### src/hw/rtl/lifc_pkg.sv
// Shared constants, types and register codes for the LIF convolution timestep unit.
package lifc_pkg;

  localparam int IN_SIZE    = 5;
  localparam int OUT_SIZE   = IN_SIZE - 1;
  localparam int IN_BITS    = 25;
  localparam int OUT_BITS   = 16;
  localparam int NEURON_CAP = 16;
  localparam int LANES      = (OUT_SIZE * OUT_SIZE < NEURON_CAP) ?
                              OUT_SIZE * OUT_SIZE : NEURON_CAP;
  localparam int TAPS       = 4;

  localparam int MEM_W      = 16;
  localparam int THRESH_W   = 16;
  localparam int WEIGHT_W   = 16;
  localparam int DECAY_W    = 9;
  localparam int DECAY_SH   = 8;
  localparam int PROD_W     = MEM_W + DECAY_W;
  localparam int SUM_W      = WEIGHT_W + 2;

  localparam int CFG_IDX_W  = 3;
  localparam int CFG_DATA_W = 16;

  localparam logic [CFG_IDX_W-1:0] REG_FIRE_THRESHOLD = 3'd0;
  localparam logic [CFG_IDX_W-1:0] REG_DECAY_FACTOR   = 3'd1;
  localparam logic [CFG_IDX_W-1:0] REG_WEIGHT_0       = 3'd2;
  localparam logic [CFG_IDX_W-1:0] REG_WEIGHT_1       = 3'd3;
  localparam logic [CFG_IDX_W-1:0] REG_WEIGHT_2       = 3'd4;
  localparam logic [CFG_IDX_W-1:0] REG_WEIGHT_3       = 3'd5;

  localparam logic [THRESH_W-1:0] RST_THRESHOLD = 16'd60;
  localparam logic [DECAY_W-1:0]  RST_DECAY     = 9'd243;
  localparam logic [WEIGHT_W-1:0] RST_WEIGHT_0  = 16'd60;
  localparam logic [WEIGHT_W-1:0] RST_WEIGHT_1  = 16'd120;
  localparam logic [WEIGHT_W-1:0] RST_WEIGHT_2  = 16'd180;
  localparam logic [WEIGHT_W-1:0] RST_WEIGHT_3  = 16'd240;

  typedef struct packed {
    logic [THRESH_W-1:0]             threshold;
    logic [DECAY_W-1:0]              decay;
    logic [TAPS-1:0][WEIGHT_W-1:0]   weight;
  } cfg_t;

  typedef struct packed {
    logic load;   // capture window sum for a newly accepted beat
    logic step;   // advance neuron state, stage 1 beat moves to output
  } lane_ctrl_t;

endpackage

### src/hw/rtl/lifc_ifs.sv


interface lifc_cfg_if import lifc_pkg::*; ();
  logic                  valid;
  logic                  ready;
  logic [CFG_IDX_W-1:0]  index;
  logic [CFG_DATA_W-1:0] data;
  modport source (output valid, output index, output data, input ready);
  modport sink   (input valid, input index, input data, output ready);
endinterface

### src/hw/rtl/lifc_cfg.sv
// Configuration register file: threshold, decay and kernel weights.
module lifc_cfg import lifc_pkg::*; (
  input  logic     clk,
  input  logic     rst,
  lifc_cfg_if.sink cfg,
  output cfg_t     regs
);

  cfg_t regs_next;

  assign cfg.ready = 1'b1;

  always_comb begin
    regs_next = regs;
    if (cfg.valid) begin
      unique case (cfg.index)
        REG_FIRE_THRESHOLD: regs_next.threshold = cfg.data;
        REG_DECAY_FACTOR:   regs_next.decay     = cfg.data[DECAY_W-1:0];
        REG_WEIGHT_0:       regs_next.weight[0] = cfg.data;
        REG_WEIGHT_1:       regs_next.weight[1] = cfg.data;
        REG_WEIGHT_2:       regs_next.weight[2] = cfg.data;
        REG_WEIGHT_3:       regs_next.weight[3] = cfg.data;
        default:            regs_next = regs;
      endcase
    end
  end

  always_ff @(posedge clk) begin
    if (rst) begin
      regs.threshold <= RST_THRESHOLD;
      regs.decay     <= RST_DECAY;
      regs.weight[0] <= RST_WEIGHT_0;
      regs.weight[1] <= RST_WEIGHT_1;
      regs.weight[2] <= RST_WEIGHT_2;
      regs.weight[3] <= RST_WEIGHT_3;
    end else begin
      regs <= regs_next;
    end
  end

endmodule

### src/flat_wrapper.sv
// flat-port wrapper written by rule: the top's interface ports become plain ports
module lifc_cfg_flat import lifc_pkg::*;
  (clk, rst, regs, cfg_valid, cfg_index, cfg_data, cfg_ready);
  lifc_cfg_if cfg_i ();
  input  logic clk;
  input  logic rst;
  output cfg_t regs;
  input wire logic [$bits(cfg_i.valid)-1:0] cfg_valid;
  input wire logic [$bits(cfg_i.index)-1:0] cfg_index;
  input wire logic [$bits(cfg_i.data)-1:0] cfg_data;
  output wire logic [$bits(cfg_i.ready)-1:0] cfg_ready;
  assign cfg_i.valid = cfg_valid;
  assign cfg_i.index = cfg_index;
  assign cfg_i.data = cfg_data;
  assign cfg_ready = cfg_i.ready;
  lifc_cfg u_core (.clk(clk), .rst(rst), .cfg(cfg_i), .regs(regs));
endmodule
### config.mk
export PLATFORM = sky130hd
export DESIGN_NAME = lifc_cfg_flat
export DESIGN_NICKNAME = d
export VERILOG_FILES = /design/src/hw/rtl/lifc_pkg.sv /design/src/hw/rtl/lifc_ifs.sv /design/src/hw/rtl/lifc_cfg.sv /design/src/flat_wrapper.sv
export SDC_FILE = /design/constraint.sdc
export NUM_CORES = 1
export LEC_CHECK = 0
export BUFFER_PORTS_ARGS = -buffer_cell sky130_fd_sc_hd__buf_4
export CAP_MARGIN = 20
export CORE_UTILIZATION = 50
export DETAILED_ROUTE_END_ITERATION = 10
export PLACE_DENSITY_LB_ADDON = 0.25
export SYNTH_ARGS = -nofsm -noshare
export SYNTH_HDL_FRONTEND = slang
export SYNTH_SLANG_ARGS = --single-unit
export TNS_END_PERCENT = 30
### constraint.sdc
create_clock -name clk -period 1.54 [get_ports clk]
set_input_delay 0 -clock clk [delete_from_list [all_inputs] [get_ports clk]]
set_output_delay 0 -clock clk [all_outputs]
set_load 0.03 [all_outputs]
**Word-level counts from Yosys, hierarchy flattened**

Cells that the tools add are included.

- Flip-flop bits (word level): 89
- Input port bits: 22
- Output and inout bits: 90
- Word-level logic and storage cells: 18

- Equality and inequality tests: 5
- Reductions and logical operators: 7

Operator list:

| cell | number |
|---|---|
| AND reduction 2 bit | 6 |
| == test 3 x 2 -> 1 bit (second input constant) | 2 |
| == test 3 bit (second input constant) | 2 |
| == test 3 x 1 -> 1 bit (second input constant) | 1 |
| zero test 3 bit | 1 |

**Longest topological paths before layout**

- Word-level depth: 2
- Depth in mapped cells: 5

**Worst setup path after synthesis**

No wires, ideal clock.

- Path type: input port to flip-flop
- From: in cfg_index[1]
- To: reg, netlist name u_core.regs[78]
- Library setup time: 0.131 ns
- Arrival: 1.021 ns
- Path slack: 0.388 ns
- Stages on the path: 5
- Path buffers: 3
- Cells stage by stage: buf_2 -> or4b_1 -> buf_2 -> buf_6 -> mux2i_1

- Word-level cells in the longest chain between the ends: 2

Ends and longest elaborated chain:

| what | line | RTL |
|---|---|---|
| start: declaration | flat_wrapper.sv:9 | `input wire logic [$bits(cfg_i.index)-1:0] cfg_index;` |
| zero test 3 bit | lifc_cfg.sv:16 | `unique case (cfg.index)` |
| AND reduction 2 bit (no line) | n/a |  |

No other way between the ends.
A chain may end at the register's enable or synchronous reset.

==> impl_metrics.json <==
{
  "min_to": "u_core.regs[30]$_SDFFE_PP0P_",
  "largest_reg_flops": 89,
  "start_util": 0.515,
  "status": "finished clean",
  "worst_slew_pin_slew_ns": 0.686,
  "critPathTopFamily": "buffers and inverters",
  "power_frac_comb": 0.103,
  "htreeDepth": 3,
  "seq_area_frac_synth": 0.509,
  "numCtsBuffers": 9,
  "whs_path_depth": 3,
  "ant_nets": 0,
  "rsz0062_at_grt": "false",
  "r2r-start": "u_core.regs[36]$_SDFFE_PP1P_",
  "route.vias.total": 2689,
  "arrival_ns": 1.19,
  "cts_max_path_buffers": 2,
  "syn2layout_area_growth_pct": 35.6,
  "row_count": 30,
  "p_int_uw": 3650,
  "finalCritPeriodShare": 0.637,
  "cts_tree": "built",
  "grt_pass1_vias": 2658,
  "p_leak_uw": 0.00238,
  "coreArea_mm2": 0.00679,
  "drive_above_1_share": 0.311,
  "path_clk_slew_ns": 0.08,
  "synth_top_cell_by_area": "dfxtp_1",
  "fin_skew_ns": 0,
  "drt_iter0_markers": 58,
  "path_cells": "dlygate4sd3_1 -> buf_4 -> nor2_1 -> mux2i_1",
  "die_height_um": 85.7,
  "worstPathRequired_ns": 1.75,
  "final_area_mm2": 0.00474,
  "ys.flop_type": "dfxtp_1",
  "endpoint_kind": "register",
  "viasPerCell": 4.98,
  "place_area_mm2": 0.00442,
  "grt_overflow": 0,
  "port_buffers": 110,
  "synth_seq_cells": 89,
  "cts-root-buf": "clkbuf_8",
  "powerDensity_mw_per_mm2": 1000,
  "path_buf_inv": 2,
  "critPathKind": "input pin to register",
  "power_frac_seq": 0.500,
  "syn-instance-count": 324,
  "cp_max_fo": 6,
  "ys_top_cells_by_area": "dfxtp_1 (51%), mux2i_1 (25%), nand2b_1 (14%)",
  "min_path_type": "input pin to register",
  "syn_area_mm2": 0.00350,
  "fillers": 542,
  "hp-start": "cfg_data[14]",
  "antenna_cells": 0,
  "p_sw_frac": 0.234,
  "gp_congestion": 0.751,
  "reg2reg_to": "u_core.regs[36]$_SDFFE_PP1P_",
  "setup_ws_ns": 0.559,
  "finalHoldViolations": 0,
  "synth_common_cells": "dfxtp_1 (89), mux2i_1 (89), nand2b_1 (77)",
  "vdd_drop_max_mv": 0.584,
  "grtUsageTotal": 0.226,
  "dp_hpwl_um": 5540,
  "routedWlPerCell_um": 15.1,
  "dp_slack_ns": 0.331,
  "power.switching_uw": 1110,
  "reg2reg_slack_ns": 0.85,
  "start_kind": "input pin",
  "max_freq_mhz": 1020,
  "post_cts_resized": 0,
  "grt_pass1_wl_um": 12800,
  "final.min_clock_period_ns": 0.981,
  "die_x_um": 85.7,
  "wl_um": 8130,
  "async_flop_share": 0,
  "synth_fp_nets": 346,
  "clockPowerShare": 0.397,
  "max_cap_viol_count": 0,
  "ff2ff_path_depth": 2,
  "ys_types": 14,
  "max_flop_register": "u_core.regs",
  "ioPinCount": 112,
  "drc_errors": 0,
  "ys_warn_count": 0,
  "final_nets": 461,
  "slew_violations": 0,
  "clock_latency_ns": 0.35,
  "crit_slowest_cell": "dlygate4sd3_1",
  "max_slew_margin": 0.541,
  "avgSynthCellArea_um2": 10.8,
  "cts.sinks": 89,
  "finalSetupViolCount": 0,
  "antenna_found_initial": 0,
  "grt_max_degree": 64,
  "synth_top_area_share": 0.509,
  "dieArea_mm2": 0.00734,
  "first_pass_iters": 4,
  "reg_top3": "u_core.regs (89)",
  "synth_edf_count": 0,
  "tns_ns": 0,
  "hold_slack_ns": 0.0264,
  "max_stage_delay_ns": 0.54
}
## cell families after synthesis
family / count (synthesis) / share of synthesized area
other: 1 / 0.00107
flip-flops: 89 / 0.509
AND/OR/NAND/NOR: 120 / 0.202
buffers and inverters: 25 / 0.0336
multiplexers: 89 / 0.255
## per-layer routing
metal  global-route usage  vias to the layer above  wire length [µm]
met4                0.114                        0               220
li1                     -                     1300                 -
met5                    0                        -                 0
met3               0.0616                       17               486
met2                0.385                       90              3980
met1                0.262                     1282              3450
## power groups by stage
stage               Sequential (µW)  Combinational, µW  Clock (µW)
finish                         2380                489        1890
global route                   2390                516        2030
CTS                            2380                489        1920
detailed placement             2430                472           0
global placement               2430                463           0
floorplan                      2530                194           0
## worst min-delay path: cells and delay by family
kind / cells / cell delay [ns]
mux: 1 / 0.14
simple gates: 1 / 0.12
buf+inv: 1 / 0.08
## cell type report
type	instances	area (µm²)	share of cell area
clock buffers	9	124	0.0261
multi-input cells	210	1600	0.337
well taps	96	120	0.0253
flip-flops and latches	89	1780	0.376
repair buffers	129	1000	0.211
clock inverters	7	118	0.0248
## repair_timing
action,in CTS,in global routing
buffers inserted,0,0
hold endpoints to repair,31,0
hold buffers,8,0
## per-stage QoR
stage | cells | power, µW | utilization
global placement | 516 | 2890 | 0.651
CTS | 540 | 4790 | 0.698
finish | 540 | 4760 | 0.698
detailed placement | 516 | 2900 | 0.651
floorplan | 324 | 2720 | -
global route | 540 | 4940 | 0.698
## how the worst max path moves through the flow
| stage | start | end | slack, ns | cells after the start |
|---|---|---|---|---|
| final | cfg_data[5] | u_core.regs[69]$_SDFFE_PP1P_ | 0.56 | 4 |
| after global routing | cfg_data[5] | u_core.regs[69]$_SDFFE_PP1P_ | 0.51 | 4 |
| after detailed placement | cfg_index[2] | u_core.regs[77]$_SDFFE_PP1P_ | 0.33 | 4 |
| after CTS | cfg_data[5] | u_core.regs[69]$_SDFFE_PP1P_ | 0.57 | 4 |
| after global placement | cfg_index[2] | u_core.regs[78]$_SDFFE_PP1P_ | 0.37 | 4 |
| after floorplan | cfg_index[1] | u_core.regs[78]$_SDFFE_PP1P_ | 0.39 | 5 |
## layout by cell type (no fill, tap or decap), drive strengths merged, types with 2 or more instances in the layout
cell | netlist | final
nand4bb | 3 | 3
nand4b | 2 | 2
mux2i | 89 | 89
clkbuf | 13 | 9
dlygate4sd3 | 0 | 8
and4b | 2 | 2
bufinv | 0 | 3
buf | 12 | 121
clkinv | 0 | 3
nand2b | 77 | 77
nor2 | 34 | 34
dfxtp | 89 | 89
Power figures use the tool's default switching activity.
