`src/hw/rtl/lifc_pkg.sv`:
```
// Shared constants, types and register codes for the LIF convolution timestep unit.
package lifc_pkg;

  localparam int IN_SIZE    = 5;
  localparam int OUT_SIZE   = IN_SIZE - 1;
  localparam int IN_BITS    = 25;
  localparam int OUT_BITS   = 16;
  localparam int NEURON_CAP = 16;
  localparam int LANES      = (OUT_SIZE * OUT_SIZE < NEURON_CAP) ?
                              OUT_SIZE * OUT_SIZE : NEURON_CAP;
  localparam int TAPS       = 4;

  localparam int MEM_W      = 16;
  localparam int THRESH_W   = 16;
  localparam int WEIGHT_W   = 16;
  localparam int DECAY_W    = 9;
  localparam int DECAY_SH   = 8;
  localparam int PROD_W     = MEM_W + DECAY_W;
  localparam int SUM_W      = WEIGHT_W + 2;

  localparam int CFG_IDX_W  = 3;
  localparam int CFG_DATA_W = 16;

  localparam logic [CFG_IDX_W-1:0] REG_FIRE_THRESHOLD = 3'd0;
  localparam logic [CFG_IDX_W-1:0] REG_DECAY_FACTOR   = 3'd1;
  localparam logic [CFG_IDX_W-1:0] REG_WEIGHT_0       = 3'd2;
  localparam logic [CFG_IDX_W-1:0] REG_WEIGHT_1       = 3'd3;
  localparam logic [CFG_IDX_W-1:0] REG_WEIGHT_2       = 3'd4;
  localparam logic [CFG_IDX_W-1:0] REG_WEIGHT_3       = 3'd5;

  localparam logic [THRESH_W-1:0] RST_THRESHOLD = 16'd60;
  localparam logic [DECAY_W-1:0]  RST_DECAY     = 9'd243;
  localparam logic [WEIGHT_W-1:0] RST_WEIGHT_0  = 16'd60;
  localparam logic [WEIGHT_W-1:0] RST_WEIGHT_1  = 16'd120;
  localparam logic [WEIGHT_W-1:0] RST_WEIGHT_2  = 16'd180;
  localparam logic [WEIGHT_W-1:0] RST_WEIGHT_3  = 16'd240;

  typedef struct packed {
    logic [THRESH_W-1:0]             threshold;
    logic [DECAY_W-1:0]              decay;
    logic [TAPS-1:0][WEIGHT_W-1:0]   weight;
  } cfg_t;

  typedef struct packed {
    logic load;   // capture window sum for a newly accepted beat
    logic step;   // advance neuron state, stage 1 beat moves to output
  } lane_ctrl_t;

endpackage

```
`src/hw/rtl/lifc_lane.sv`:
```
// One neuron lane: window weight sum, then decay, integrate, soft reset and fire.
module lifc_lane import lifc_pkg::*; (
  input  logic            clk,
  input  logic            rst,
  input  lane_ctrl_t      ctrl,
  input  cfg_t            regs,
  input  logic [TAPS-1:0] taps,
  output logic            fire
);

  logic [SUM_W-1:0]    sum;
  logic [WEIGHT_W-1:0] win_sum_next;
  logic [WEIGHT_W-1:0] win_sum;

  logic [MEM_W-1:0]    membrane;
  logic                pending;
  logic [PROD_W-1:0]   prod;
  logic [MEM_W:0]      decayed_wide;
  logic [MEM_W-1:0]    decayed;
  logic [MEM_W:0]      acc_wide;
  logic [MEM_W-1:0]    acc;
  logic [MEM_W-1:0]    membrane_next;

  // stage 1: sum of weights of spiking window pixels, saturated
  always_comb begin
    sum = '0;
    for (int k = 0; k < TAPS; k++) begin
      if (taps[k]) begin
        sum = sum + SUM_W'(regs.weight[k]);
      end
    end
    win_sum_next = (|sum[SUM_W-1:WEIGHT_W]) ? '1 : sum[WEIGHT_W-1:0];
  end

  always_ff @(posedge clk) begin
    if (ctrl.load) begin
      win_sum <= win_sum_next;
    end
  end

  // stage 2: state update
  always_comb begin
    prod          = PROD_W'(membrane) * PROD_W'(regs.decay);
    decayed_wide  = prod[DECAY_SH +: MEM_W + 1];
    decayed       = decayed_wide[MEM_W] ? '1 : decayed_wide[MEM_W-1:0];
    acc_wide      = {1'b0, decayed} + {1'b0, win_sum};
    acc           = acc_wide[MEM_W] ? '1 : acc_wide[MEM_W-1:0];
    membrane_next = acc;
    if (pending) begin
      membrane_next = (acc >= regs.threshold) ? acc - regs.threshold : '0;
    end
    fire = (membrane_next >= regs.threshold);
  end

  always_ff @(posedge clk) begin
    if (rst) begin
      membrane <= '0;
      pending  <= 1'b0;
    end else if (ctrl.step) begin
      membrane <= membrane_next;
      pending  <= fire;
    end
  end

endmodule
```
`config.mk`:
```
export PLATFORM = sky130hd
export DESIGN_NAME = lifc_lane
export DESIGN_NICKNAME = d
export VERILOG_FILES = /design/src/hw/rtl/lifc_pkg.sv /design/src/hw/rtl/lifc_lane.sv
export SDC_FILE = /design/constraint.sdc
export NUM_CORES = 1
export LEC_CHECK = 0
export BUFFER_PORTS_ARGS = -buffer_cell sky130_fd_sc_hd__buf_2
export CAP_MARGIN = 10
export CORE_MARGIN = 2
export CORE_UTILIZATION = 40
export DETAILED_ROUTE_END_ITERATION = 10
export GPL_TIMING_DRIVEN = 0
export PLACE_DENSITY = 0.69
export SETUP_SLACK_MARGIN = 0.3
export SYNTH_ARGS = -nofsm -noshare
export SYNTH_HDL_FRONTEND = slang
export SYNTH_SLANG_ARGS = --single-unit
```
`constraint.sdc`:
```
create_clock -name clk -period 12.5 [get_ports clk]
set_input_delay 1.25 -clock clk [delete_from_list [all_inputs] [get_ports clk]]
set_output_delay 1.25 -clock clk [all_outputs]
set_load 0.005 [all_outputs]
```
Word-level counts from Yosys, hierarchy flattened:

Index checks and enable logic that the tools add are counted.

* bits in registers: 33
* bits in latches: 0
* memory bits (writable): 0
* memory bits (read-only): 0
* memories: 0
* input port bits: 97
* logic and storage cells: 20
* output and inout port bits: 1

* reduce and logical (&&, ||, !) cells: 1
* muxes and demuxes: 8
* $lt $le $gt $ge: 2
* multipliers: 1
* eq/ne operators: 0
* divide/modulo/power cells: 0
* bitwise gates (word level): 0
* shift-type cells: 0
* $add $sub $neg: 5

Operator list (count)
* 16-bit 2-to-1 mux: 5
* 18-bit by 16-bit adder with 18-bit output: 3
* 18-bit 2-to-1 mux: 3
* 16-bit >= comparator: 2
* 16-bit by 9-bit multiplier with 25-bit output: 1
* 16-bit by 16-bit adder with 17-bit output: 1
* 16-bit subtractor: 1
* 2-bit OR reduction: 1

Longest topological paths before layout:

* word-level depth: 8
* mapped depth: 49

Worst setup path after synthesis:

OpenSTA, ideal clock, no wires.

* path type: input-to-output
* from: input regs[64] in the netlist's numbering
* to: output fire
* arrival time: 10.940 ns
* cell stages on the path: 48
* slack: 0.310 ns
* data required time: 11.250 ns
* path buffers: 4
* path through: clkbuf_1 -> nand2_1 -> fa_1 -> inv_1 -> fa_1 -> inv_1 -> fa_1 -> fa_1 -> inv_1 -> ha_1 -> a2111oi_0 -> o41ai_1 -> and4b_1 -> nor2_1 -> nor3_1 -> o21ai_1 -> nand3_1 -> nand2b_1 -> [12 not listed] -> nor2b_1 -> o21ai_0 -> a21o_1 -> a21oi_1 -> o21ai_0 -> a31oi_1 -> clkbuf_1 -> o21bai_1 -> and2_1 -> ha_1 -> nand2b_1 -> a21o_1 -> a21o_1 -> a21oi_1 -> o21ai_0 -> a211o_1 -> a21oi_1 -> inv_1

* word-level cells in the longest chain between the ends: 8
* elaborated cells on any way between the ends: 9
* those cells by class: 2 x add/sub; 1 x mul; 2 x order compare; 4 x mux

Ends and longest elaborated chain
* start: declaration: RTL line lifc_lane.sv:6 `input cfg_t regs,`
* 16-bit by 9-bit multiplier with 25-bit output (*): RTL line lifc_lane.sv:43 `prod = PROD_W'(membrane) * PROD_W'(regs.decay);`
* 16-bit 2-to-1 mux (*): RTL line lifc_lane.sv:45 `decayed = decayed_wide[MEM_W] ? '1 : decayed_wide[MEM_W-1:0];`
* 16-bit by 16-bit adder with 17-bit output (*): RTL line lifc_lane.sv:46 `acc_wide = {1'b0, decayed} + {1'b0, win_sum};`
* 16-bit 2-to-1 mux (*): RTL line lifc_lane.sv:47 `acc = acc_wide[MEM_W] ? '1 : acc_wide[MEM_W-1:0];`
* 16-bit subtractor / 16-bit >= comparator (equally long branches): RTL line lifc_lane.sv:50 `membrane_next = (acc >= regs.threshold) ? acc - regs.threshold : '0;`
* 16-bit 2-to-1 mux: RTL line lifc_lane.sv:50
* 16-bit 2-to-1 mux (*): RTL line lifc_lane.sv:49 `if (pending) begin`
* 16-bit >= comparator (*): RTL line lifc_lane.sv:52 `fire = (membrane_next >= regs.threshold);`
* end: declaration: RTL line lifc_lane.sv:8 `output logic fire`

Mark *: on every way between the ends. The rest lies on a longest branch, timed or not.

Worst setup path in the final report:

Ends and elaborated chain as after synthesis.

==> qor.yml <==
crit_path_start_kind: "input pin"
outcome: "completed"
max_freq_mhz: 83.4
hold_viol_final: 0
r2r_start: "membrane[12]"
cp_slowest_cell: "fa_1"
synth-edff-count: 16
overflow: 0
clk_latency_ps: 290
dominantRegCellSynth: "dfxtp_1"
r2r-end: "pending"
htreeDepth: 2
finalCriticalPeriod_ps: 11990
crit_type: "input pin to output port"
vias: 10100
fin_crit_sh_pct: 96.0
die_w_um: 168
dp_hpwl_um: 23300
crit_arrival_ps: 10740
tritoncts: "yes"
fin_hold_ws_ps: 652
initial_core_util_pct: 40.3
clk_pin_slew_ps: 50
root_buffer: "clkbuf_16"
fillers: 2615
postRouteAntennaNets: 0
drive_gt1_share_pct: 16.1
syn-instance-count: 1383
grt_max_degree: 17
nets: 1853
vias_per_cell: 5.43
postSynthNetCount: 1720
dieArea_mm2: 0.0283
drv_cap: 0
fin_skew_ps: 8.19
hold_end: "membrane[0]"
numCtsBuffers: 5
cp_max_fo: 8
ios: 98
synth_cell_types: 68
die_y_um: 168
clock-sinks: 33
wl_um: 29000
setup_viol: 0
grt_usage_pct: 20.0
netlist_area_mm2: 0.0108
routedWlPerCell_um: 15.6
hold_depth: 2
finalMaxSlewViolations: 0
syn_area_per_cell_um2: 7.79
post-route-drc-count: 0
portBuffers: 94
dr.pass1.iters: 5
cp-end-kind: "output port"
ys_ff_latch: 33
worst_slew_pin_slew_ps: 769
core-area_mm2: 0.0267
clock_path_buffers: 2
areaGrowthSynthToFinish_pct: 18.6
async_reset_ff_share_pct: 0
gp_congestion: 0.922
grt_first_pass_wirelength_um: 47100
antenna_found_initial: 3
drtIter0Drc: 512
core.rowCount: 60
seq_area_frac_synth_pct: 7.62
cp_slowest_stage_delay_ps: 560
holdCritPathClass: "flip-flop to flip-flop"
regToRegSetupSlack_ps: 2240
grt_pass1_vias: 10000
min-delay-start: "membrane[0]"
required_ps: 11250
ys.warnings.count: 0
ff2ff_path_depth: 44
slew_headroom_pct: 48.8
rsz0062_at_grt: "no"
metal layers:
layer	GRT usage, %	up-vias	part of all wire [%]
met5	0	-	0.038
met4	3.75	2	1.8
met3	2.80	49	5.0
met2	36.4	250	50
met1	25.4	4784	43
li1	-	5009	-
worst max path at each step:
stage | startpoint | to | slack, ps | depth (start not counted)
after global placement | regs[65] | fire | -1780 | 48
after floorplan | regs[64] | fire | 310 | 48
after detailed placement | regs[65] | fire | -1890 | 49
final | regs[64] | fire | 510 | 47
after global routing | regs[66] | fire | 240 | 51
after CTS | regs[65] | fire | 310 | 46
critical path, delay by kind of cell:
kind / cells / cell delay (ps)
AO/OA/AOI/OAI: 14 / 2160
adder cells (fa/ha/maj): 8 / 3360
buffers and inverters: 12 / 1300
AND/OR/NAND/NOR: 13 / 2670
synthesized netlist by cell type (all sizes together), types with 7 or more instances:
cell type    n  share of area [%]
and3         7               0.41
ha         137                 16
or2          7               0.41
dfxtp       17                3.2
a21o        34                2.4
mux2        12                1.3
and2       103                6.0
edfxtp      16                4.5
a211oi      13               0.91
buf          7               0.33
nor2b        9               0.52
o21a        20                1.4
nand2b      21                1.2
a31oi       10               0.58
o21bai      15                1.0
o211ai      18                1.3
nor2        83                2.9
fa         103                 19
nand3       20               0.98
a21oi       69                3.2
clkbuf      39                1.4
xor2        26                2.1
or3         17               0.99
inv        184                6.4
xnor2       38                3.1
o21ai       83                3.9
nor3        19               0.88
a311oi      16                1.3
nand4       12               0.70
nand2      141                4.9
mux2i        8               0.86
state kept, by name, indices dropped and copies added (netlist names):
name	count
membrane	16
win_sum	16
pending	1
layout by cell type, fill, tap and decap left out, drive strengths merged, types with 17 or more instances in the layout:
| master | Yosys | layout |
|---|---|---|
| dfxtp | 17 | 17 |
| or3 | 17 | 17 |
| ha | 137 | 137 |
| nor3 | 19 | 19 |
| clkbuf | 39 | 41 |
| xnor2 | 38 | 38 |
| and2 | 103 | 103 |
| nor2 | 83 | 83 |
| a21oi | 69 | 69 |
| o21a | 20 | 20 |
| nand2 | 141 | 141 |
| o21ai | 83 | 83 |
| o211ai | 18 | 18 |
| a21o | 34 | 34 |
| fa | 103 | 103 |
| buf | 7 | 136 |
| nand3 | 20 | 20 |
| nand2b | 21 | 21 |
| inv | 184 | 184 |
| xor2 | 26 | 26 |
area by class of cell:
cell class	count	area (um2)	share of cell area, %
Antenna cell	2	5.00	0.0392
Buffer	46	299	2.34
Clock buffer	5	125	0.979
Clock inverter	3	46.3	0.362
Inverter	185	694	5.43
Multi-Input combinational cell	1119	9600	75.1
Sequential cell	33	821	6.42
Tap cell	341	427	3.34
Timing Repair Buffer	126	771	6.03
metrics by stage:
stage / setup slack, ps / setup TNS [ps] / util (%) / cells / cell area (um2)
floorplan: 310 / 0 / - / 1383 / 10800
global placement: -1780 / -2380 / 43.7 / 1818 / 11700
detailed placement: -1890 / -2570 / 43.7 / 1818 / 11700
CTS: 311 / 0 / 46.1 / 1844 / 12300
global route: 239 / 0 / 47.8 / 1859 / 12800
finish: 505 / 0 / 47.8 / 1860 / 12800
cells by family after synthesis:
logic type	count (synthesis)	synth area share, %
compound gates	337	20.7
mux	20	2.11
flops	33	7.62
buf+inv	231	8.13
xor+xnor	64	5.20
fa+ha+maj	240	35.0
simple gates	458	21.2
timing repair:
item	CTS	global route
gates resized for setup	79	68
cloned	1	1
setup buffers	17	13
endpoints found under the setup margin	2	1
hold buffers	0	0
pin swaps	12	40
Power is not shown: default switching activity piles up to over one toggle a cycle in this logic, so the estimate is an artifact.
